File: src/rtl/core/dss_pkg.sv
// Shared constants, types and value conversions of the descending selection sorter.
package dss_pkg;

  localparam int MAX_COUNT  = 64;
  localparam int DATA_WIDTH = 32;
  localparam int PORT_W     = 32;
  localparam int EXT_W      = 64;
  localparam int ADDR_W     = $clog2(MAX_COUNT);
  localparam int CNT_W      = $clog2(MAX_COUNT + 1);

  typedef logic signed [DATA_WIDTH-1:0] value_t;
  typedef logic [PORT_W-1:0]            port_word_t;
  typedef logic [ADDR_W-1:0]            addr_t;
  typedef logic [CNT_W-1:0]             count_t;

  // Controller to datapath.
  typedef struct packed {
    logic load;
    logic scan;
    logic emit;
  } cmd_t;

  // Datapath to controller.
  typedef struct packed {
    logic set_closed;
    logic scan_done;
    logic out_free;
    logic last_pass;
  } status_t;

  // Sign-extend the port word, then keep the value width.
  function automatic value_t to_value(input port_word_t s);
    logic signed [EXT_W-1:0] w;
    w = EXT_W'(signed'(s));
    return w[DATA_WIDTH-1:0];
  endfunction

  // Sign-extend a value, then keep the port width.
  function automatic port_word_t to_port(input value_t v);
    logic signed [EXT_W-1:0] w;
    w = EXT_W'(v);
    return w[PORT_W-1:0];
  endfunction

endpackage

File: src/rtl/core/dss_if.sv
// Request channel interfaces for samples in and ranked values out.
interface dss_in_if;
  logic                 valid;
  logic                 ready;
  dss_pkg::port_word_t  sample;
  logic                 final_req;

  modport source (output valid, output sample, output final_req, input ready);
  modport sink   (input valid, input sample, input final_req, output ready);
endinterface

interface dss_out_if;
  logic                 valid;
  logic                 ready;
  dss_pkg::port_word_t  ranked;
  logic                 closing;
  logic                 truncated;

  modport source (output valid, output ranked, output closing, output truncated,
                  input ready);
  modport sink   (input valid, input ranked, input closing, input truncated,
                  output ready);
endinterface

File: src/rtl/core/descending_selection_sorter_top.sv
// Top level of the descending selection sorter: controller plus datapath.
// Loading: one sample request per cycle in the load phase; a sample arriving with the
//   store full is dropped. Sorting a set of n values: pass i scans entries i..n-1
//   through the single registered read port of the store, one result per pass.
// Reset (rst, synchronous): clears the state machine, fill count, drop flag and output valid;
//   the store itself is not cleared and needs no clearing pass.
module descending_selection_sorter_top (
  input  logic      clk,
  input  logic      rst,
  dss_in_if.sink    din,
  dss_out_if.source dout
);

  // Commands flow down, status flows up; nothing else joins the two halves.
  dss_pkg::cmd_t    cmd;
  dss_pkg::status_t status;

  // Sequence load, scan and emit phases.
  dss_ctrl u_ctrl (
    .clk    (clk),
    .rst    (rst),
    .status (status),
    .cmd    (cmd)
  );

  // Hold the store, track the running maximum and drive the result register.
  // The result register lets the next set start loading while the last
  // result of the previous set still waits to be taken.
  dss_datapath u_datapath (
    .clk    (clk),
    .rst    (rst),
    .cmd    (cmd),
    .status (status),
    .din    (din),
    .dout   (dout)
  );

endmodule

File: src/rtl/core/dss_ctrl.sv
// Sequencing state machine: load, scan for the maximum, emit it.
module dss_ctrl (
  input  logic             clk,
  input  logic             rst,
  input  dss_pkg::status_t status,
  output dss_pkg::cmd_t    cmd
);

  typedef enum logic [2:0] {
    LOAD = 3'b001,
    SCAN = 3'b010,
    EMIT = 3'b100
  } state_t;

  state_t state, state_next;

  always_comb begin
    state_next = state;
    case (state)
      LOAD: begin
        if (status.set_closed) state_next = SCAN;
      end
      SCAN: begin
        if (status.scan_done) state_next = EMIT;
      end
      EMIT: begin
        if (status.out_free) state_next = status.last_pass ? LOAD : SCAN;
      end
      default: state_next = LOAD;
    endcase
  end

  always_ff @(posedge clk) begin
    if (rst) state <= LOAD;
    else     state <= state_next;
  end

  always_comb begin
    cmd.load = (state == LOAD);
    cmd.scan = (state == SCAN);
    cmd.emit = (state == EMIT) && status.out_free;
  end

endmodule

File: src/rtl/core/dss_datapath.sv
// Store, scan pipeline, maximum tracker and output register.
module dss_datapath (
  input  logic           clk,
  input  logic           rst,
  input  dss_pkg::cmd_t  cmd,
  output dss_pkg::status_t status,
  dss_in_if.sink         din,
  dss_out_if.source      dout
);

  dss_pkg::value_t mem [dss_pkg::MAX_COUNT];

  dss_pkg::count_t fill_count;
  logic            dropped;
  dss_pkg::count_t pass_end;
  logic            trunc;
  dss_pkg::count_t base;
  dss_pkg::count_t scan_idx;
  logic            rd_vld;
  dss_pkg::addr_t  rd_idx;
  dss_pkg::value_t rd_data;
  dss_pkg::value_t best_val;
  dss_pkg::addr_t  best_idx;
  dss_pkg::value_t head_val;
  logic            out_valid;

  logic            in_take;
  logic            has_room;
  logic            rd_en;
  logic            wr_en;
  dss_pkg::addr_t  wr_addr;
  dss_pkg::value_t wr_data;
  dss_pkg::count_t fill_next;
  dss_pkg::count_t base_inc;

  assign din.ready  = cmd.load;
  assign in_take    = din.valid && cmd.load;
  assign has_room   = fill_count < dss_pkg::count_t'(dss_pkg::MAX_COUNT);
  assign fill_next  = has_room ? fill_count + 1'b1 : fill_count;
  assign base_inc   = base + 1'b1;
  assign rd_en      = cmd.scan && (scan_idx < pass_end);

  always_comb begin
    wr_en   = 1'b0;
    wr_addr = fill_count[dss_pkg::ADDR_W-1:0];
    wr_data = dss_pkg::to_value(din.sample);
    if (in_take && has_room) begin
      wr_en = 1'b1;
    end else if (cmd.emit) begin
      // Move the old head into the slot the maximum leaves.
      wr_en   = 1'b1;
      wr_addr = best_idx;
      wr_data = head_val;
    end
  end

  always_ff @(posedge clk) begin
    if (wr_en) mem[wr_addr] <= wr_data;
    if (rd_en) rd_data <= mem[scan_idx[dss_pkg::ADDR_W-1:0]];
  end

  always_ff @(posedge clk) begin
    if (rst) begin
      fill_count <= '0;
      dropped    <= 1'b0;
      pass_end   <= '0;
      trunc      <= 1'b0;
      base       <= '0;
      scan_idx   <= '0;
      rd_vld     <= 1'b0;
      out_valid  <= 1'b0;
    end else begin
      if (in_take) begin
        if (din.final_req) begin
          pass_end   <= fill_next;
          trunc      <= dropped || !has_room;
          fill_count <= '0;
          dropped    <= 1'b0;
          base       <= '0;
          scan_idx   <= '0;
          rd_vld     <= 1'b0;
        end else begin
          fill_count <= fill_next;
          if (!has_room) dropped <= 1'b1;
        end
      end
      if (cmd.scan) begin
        rd_vld <= rd_en;
        if (rd_en) scan_idx <= scan_idx + 1'b1;
      end
      if (cmd.emit) begin
        base     <= base_inc;
        scan_idx <= base_inc;
        rd_vld   <= 1'b0;
      end
      if (cmd.emit)        out_valid <= 1'b1;
      else if (dout.ready) out_valid <= 1'b0;
    end
  end

  always_ff @(posedge clk) begin
    if (rd_en) rd_idx <= scan_idx[dss_pkg::ADDR_W-1:0];
    if (cmd.scan && rd_vld) begin
      if (rd_idx == base[dss_pkg::ADDR_W-1:0]) begin
        head_val <= rd_data;
        best_val <= rd_data;
        best_idx <= rd_idx;
      end else if (rd_data > best_val) begin
        best_val <= rd_data;
        best_idx <= rd_idx;
      end
    end
    if (cmd.emit) begin
      dout.ranked    <= dss_pkg::to_port(best_val);
      dout.closing   <= status.last_pass;
      dout.truncated <= trunc;
    end
  end

  assign dout.valid = out_valid;

  always_comb begin
    status.set_closed = in_take && din.final_req;
    status.scan_done  = (scan_idx == pass_end) && !rd_vld;
    status.out_free   = !out_valid || dout.ready;
    status.last_pass  = (base_inc == pass_end);
  end

  a_fill_bound: assert property (@(posedge clk) disable iff (rst)
    fill_count <= dss_pkg::count_t'(dss_pkg::MAX_COUNT))
    else $error("fill count beyond capacity");

  a_scan_bound: assert property (@(posedge clk) disable iff (rst)
    cmd.scan |-> (scan_idx <= pass_end) && (base < pass_end))
    else $error("scan index past end of set");

  a_emit_slot: assert property (@(posedge clk) disable iff (rst)
    cmd.emit |=> out_valid)
    else $error("emitted result not presented");

  a_close_empty: assert property (@(posedge clk) disable iff (rst)
    (cmd.emit && status.last_pass) |=> (fill_count == '0) && !dropped)
    else $error("store not empty after closing result");

endmodule

File: src/flat_wrapper.sv
// flat-port wrapper written by rule: the top's interface ports become plain ports
module descending_selection_sorter_top_flat 
  (clk, rst, din_valid, din_sample, din_final_req, din_ready, dout_valid, dout_ranked, dout_closing, dout_truncated, dout_ready);
  dss_in_if din_i ();
  dss_out_if dout_i ();
  input  logic clk;
  input  logic rst;
  input wire logic [$bits(din_i.valid)-1:0] din_valid;
  input wire logic [$bits(din_i.sample)-1:0] din_sample;
  input wire logic [$bits(din_i.final_req)-1:0] din_final_req;
  output wire logic [$bits(din_i.ready)-1:0] din_ready;
  output wire logic [$bits(dout_i.valid)-1:0] dout_valid;
  output wire logic [$bits(dout_i.ranked)-1:0] dout_ranked;
  output wire logic [$bits(dout_i.closing)-1:0] dout_closing;
  output wire logic [$bits(dout_i.truncated)-1:0] dout_truncated;
  input wire logic [$bits(dout_i.ready)-1:0] dout_ready;
  assign din_i.valid = din_valid;
  assign din_i.sample = din_sample;
  assign din_i.final_req = din_final_req;
  assign din_ready = din_i.ready;
  assign dout_valid = dout_i.valid;
  assign dout_ranked = dout_i.ranked;
  assign dout_closing = dout_i.closing;
  assign dout_truncated = dout_i.truncated;
  assign dout_i.ready = dout_ready;
  descending_selection_sorter_top u_core (.clk(clk), .rst(rst), .din(din_i), .dout(dout_i));
endmodule
File: config.mk
export PLATFORM = sky130hd
export DESIGN_NAME = descending_selection_sorter_top_flat
export DESIGN_NICKNAME = d
export VERILOG_FILES = /design/src/rtl/core/dss_pkg.sv /design/src/rtl/core/dss_if.sv /design/src/rtl/core/descending_selection_sorter_top.sv /design/src/rtl/core/dss_ctrl.sv /design/src/rtl/core/dss_datapath.sv /design/src/flat_wrapper.sv
export SDC_FILE = /design/constraint.sdc
export NUM_CORES = 2
export LEC_CHECK = 0
export BUFFER_PORTS_ARGS = -buffer_cell sky130_fd_sc_hd__buf_4
export CAP_MARGIN = 25
export CORE_MARGIN = 5
export CORE_UTILIZATION = 56
export DETAILED_ROUTE_END_ITERATION = 10
export PLACE_DENSITY_LB_ADDON = 0.08
export SYNTH_ARGS = -nofsm -noshare
export SYNTH_HDL_FRONTEND = slang
export SYNTH_SLANG_ARGS = --single-unit
File: constraint.sdc
create_clock -name clk -period 5.3 [get_ports clk]
set_clock_uncertainty 0.2 [all_clocks]
set_input_delay 0.53 -clock clk [delete_from_list [all_inputs] [get_ports clk]]
set_output_delay 0.53 -clock clk [all_outputs]
set_load 0.05 [all_outputs]
==> results.py <==
metrics = {
    "setup_path": {
        "rr_endpoint": "u_core.u_datapath.rd_data[11]",
        "critical_path.max_fanout": 26,
        "cp-endpoint": "u_core.u_datapath.rd_data[11]",
        "r2r-start": "u_core.u_datapath.scan_idx[0]",
        "worst_r2r_path_depth": 6,
        "timing.critical_path.to_type": "flip-flop",
        "r2r_setup_slack_ps": 1070,
        "critPathRequiredTime_ps": 5680,
        "crit_type": "reg -> reg",
        "timing.critical_path.from_type": "flip-flop",
        "setup.worst_path.start": "u_core.u_datapath.scan_idx[0]",
        "arrival_ps": 4610,
    },
    "synthesis": {
        "synth_area_leaders": "sky130_fd_sc_hd__edfxtp_1 76%, sky130_fd_sc_hd__mux4_2 15%, sky130_fd_sc_hd__mux2i_1 1.3%, sky130_fd_sc_hd__dfxtp_1 0.81%, sky130_fd_sc_hd__nand2_1 0.68%",
        "synth_cell_types": 53,
        "yosysTopAreaCellShare": 0.7648,
        "fraction_of_registers_with_async_set_reset": 0,
        "netlist_area_um2": 85980,
        "synth_sequential_area_ratio": 0.7730,
        "ys_ff_latch": 2225,
        "avgSynthCellArea_um2": 21.83,
        "synth_edf_count": 2190,
        "synthDominantAreaCellType": "sky130_fd_sc_hd__edfxtp_1",
        "netlist_instances": 3939,
        "synth.net_count": 4018,
        "synth.yosys.warnings": 0,
        "synthFlopType": "sky130_fd_sc_hd__edfxtp_1",
    },
    "sta": {
        "final-max-slew-violation-count": 0,
        "rsz0062_at_grt": "false",
        "holdWs_ps": 35.38,
        "finalHoldViolCount": 0,
        "maxSlewHeadroom": 0.2511,
        "timing.setup.tns_ps": 0,
        "fin_ws_ps": 1066,
        "fin_crit_ps": 4234,
        "report.final.setup_viol": 0,
        "transition_time_at_the_pin_with_the_least_slew_margin_ps": 1117,
        "layout_worst_path_cycle_share": 0.7988,
        "fmax_ghz": 0.2362,
    },
    "place": {
        "worst_slack_at_placement_ps": 1007,
        "numPortBuffers": 72,
        "detailed_place_hpwl_mm": 125.8,
        "gp_congestion": 0.8453,
    },
    "drt": {
        "via_count": 41500,
        "final_antenna_net_count": 0,
        "postRouteWirelength_mm": 212.5,
        "wl_per_cell_um": 33.02,
        "drt_iter0_markers": 5262,
        "route.detailed.vias_per_inst": 6.447,
        "drc": 0,
        "drtPass1Iterations": 5,
    },
    "grt": {
        "grt_max_degree": 86,
        "number_of_global_route_vias_before_repair": 41140,
        "grt_util_all_layers": 0.2651,
        "antenna_found_initial": 6,
        "grt_first_pass_wirelength_mm": 305.5,
        "globalRouteOverflowTotal": 0,
    },
    "final_layout": {
        "final_common_cell": "sky130_fd_sc_hd__edfxtp_1",
        "mostFrequentLayoutCells": "2190 x sky130_fd_sc_hd__edfxtp_1, 558 x sky130_fd_sc_hd__mux4_2, 234 x sky130_fd_sc_hd__buf_4",
        "area.growth.synth_to_final_pct": 13.54,
        "fillerInstances": 10170,
        "post-route-util": 0.6412,
        "final_layout_size_suffix_gt1_frac": 0.2857,
        "nets": 4303,
    },
    "power_and_ir_drop": {
        "power_w": 0.03514,
        "power_per_cell_area_nw_per_um2": 360.0,
        "p_leak_nw": 29.74,
        "peakVddDrop_v": 0.0002883,
    },
    "outcome": {
        "run_status": "finished, final reports clean",
    },
    "cts": {
        "cts-root-buf": "sky130_fd_sc_hd__clkbuf_16",
        "cts_max_path_buffers": 3,
        "cts_tree": "yes",
        "cts_setup_buffers": 0,
        "cts.sink_count": 2225,
        "hold_buffers": 8,
        "clk_pin_slew_worst_paths_ps": 60,
        "ctsResizeCount": 0,
        "cts.htree.levels": 4,
        "cts-buffers-inserted": 217,
        "insertion_delay_ps": 840,
    },
    "floorplanning": {
        "std_cell_rows": 143,
        "boundaryPins": 73,
        "core_ar_um2": 152300,
        "full_die_area_um2": 161500,
        "horizontal_die_dimension_um": 401.8,
        "floorplan.initialDensity": 0.5647,
        "vertical_extent_of_the_die_um": 401.8,
    },
    "min_path": {
        "min_path_type": "in -> reg",
    },
    "job": {
        "cap_viol_max_count": 0,
    },
}
==> power by group <==
part	total [W]	switching [W]	internal [W]	leakage [nW]
Clock	0.0149	0.00641	0.00851	3.35
Sequential	0.0194	0.0000236	0.0194	20.0
Combinational	0.000837	0.000608	0.000229	6.41
==> sequential cells by signal (all words and copies together) (netlist names) <==
name	count
u_core.u_datapath.rd_idx	6
u_core.u_datapath.mem	2048
u_core.u_datapath.dout.truncated	1
u_core.u_datapath.trunc	1
u_core.u_datapath.fill_count	7
u_core.u_datapath.rd_vld	1
u_core.u_datapath.dout.valid	1
u_core.u_datapath.best_idx	6
u_core.u_ctrl.state	3
u_core.u_datapath.rd_data	32
u_core.u_datapath.scan_idx	7
u_core.u_datapath.dout.closing	1
u_core.u_datapath.base	7
u_core.u_datapath.best_val	32
u_core.u_datapath.dropped	1
u_core.u_datapath.head_val	32
u_core.u_datapath.dout.ranked	32
u_core.u_datapath.pass_end	7
==> how the worst min path moves through the flow <==
stage,startpoint,to,slack (ps),depth (start not counted)
after floorplan,u_core.u_datapath.trunc,u_core.u_datapath.dout.truncated,210,0
after global placement,u_core.u_datapath.best_val[6],u_core.u_datapath.dout.ranked[6],230,0
after detailed placement,u_core.u_datapath.best_val[15],u_core.u_datapath.dout.ranked[15],230,0
after CTS,din_sample[9],u_core.u_datapath.mem[48][9],10,3
after global routing,din_sample[9],u_core.u_datapath.mem[52][9],30,3
final,din_sample[9],u_core.u_datapath.mem[48][9],40,3
==> final cells by class <==
| cell class | instances | area [um^2] | area share |
|---|---|---|---|
| inverters | 47 | 177.7 | 0.001820 |
| flip-flops and latches | 2225 | 66480 | 0.6810 |
| clock buffers | 290 | 5807 | 0.05948 |
| repair buffers | 280 | 2628 | 0.02691 |
| well taps | 2030 | 2540 | 0.02602 |
| clock inverters | 111 | 1069 | 0.01095 |
| multi-input cells | 1453 | 18920 | 0.1938 |
| diodes | 1 | 2.502 | 0.00002563 |
==> critical path, cell delays in order (launching register included) <==
cell                      delay, ps
sky130_fd_sc_hd__dfxtp_4        890
sky130_fd_sc_hd__buf_4          410
sky130_fd_sc_hd__mux4_2         560
sky130_fd_sc_hd__mux2_2         320
sky130_fd_sc_hd__o21ai_0        780
sky130_fd_sc_hd__a21oi_1        430
sky130_fd_sc_hd__a221o_1        360
==> Yosys cell counts, drive strengths merged, types with 17 or more instances <==
master	n
a211oi	76
a21oi	93
a22oi	18
buf	123
clkbuf	91
dfxtp	35
edfxtp	2190
ha	42
inv	47
mux2i	113
mux4	558
nand2	156
nor2	117
nor2b	58
nor3	17
o21ai	25
o22ai	40
==> cell families (layout without fill, tap and decap cells) <==
| family | Yosys count | after routing | share of synthesized area |
|---|---|---|---|
| flops | 2225 | 2225 | 0.7730 |
| buf+inv | 261 | 728 | 0.01394 |
| xor+xnor | 23 | 23 | 0.002343 |
| mux | 682 | 682 | 0.1608 |
| simple gates | 425 | 425 | 0.02299 |
| fa+ha+maj | 42 | 42 | 0.006112 |
| other cells | 0 | 1 | 0 |
| compound gates | 281 | 281 | 0.02088 |
==> stage by stage <==
stage / cells / area (um^2)
global placement: 6011 / 90330
floorplan: 3939 / 85990
finish: 6437 / 97630
detailed placement: 6025 / 90620
CTS: 6434 / 97580
global route: 6436 / 97620
==> layer usage <==
metal,share of wire,up-vias,track usage,wire length (um)
li1,-,17040,-,-
met1,0.43,22200,0.4192,91300
met2,0.45,2008,0.3909,96360
met3,0.092,248,0.04851,19490
met4,0.025,0,0.06696,5383
met5,0,-,0,0
(Power assumes the default switching activity.)
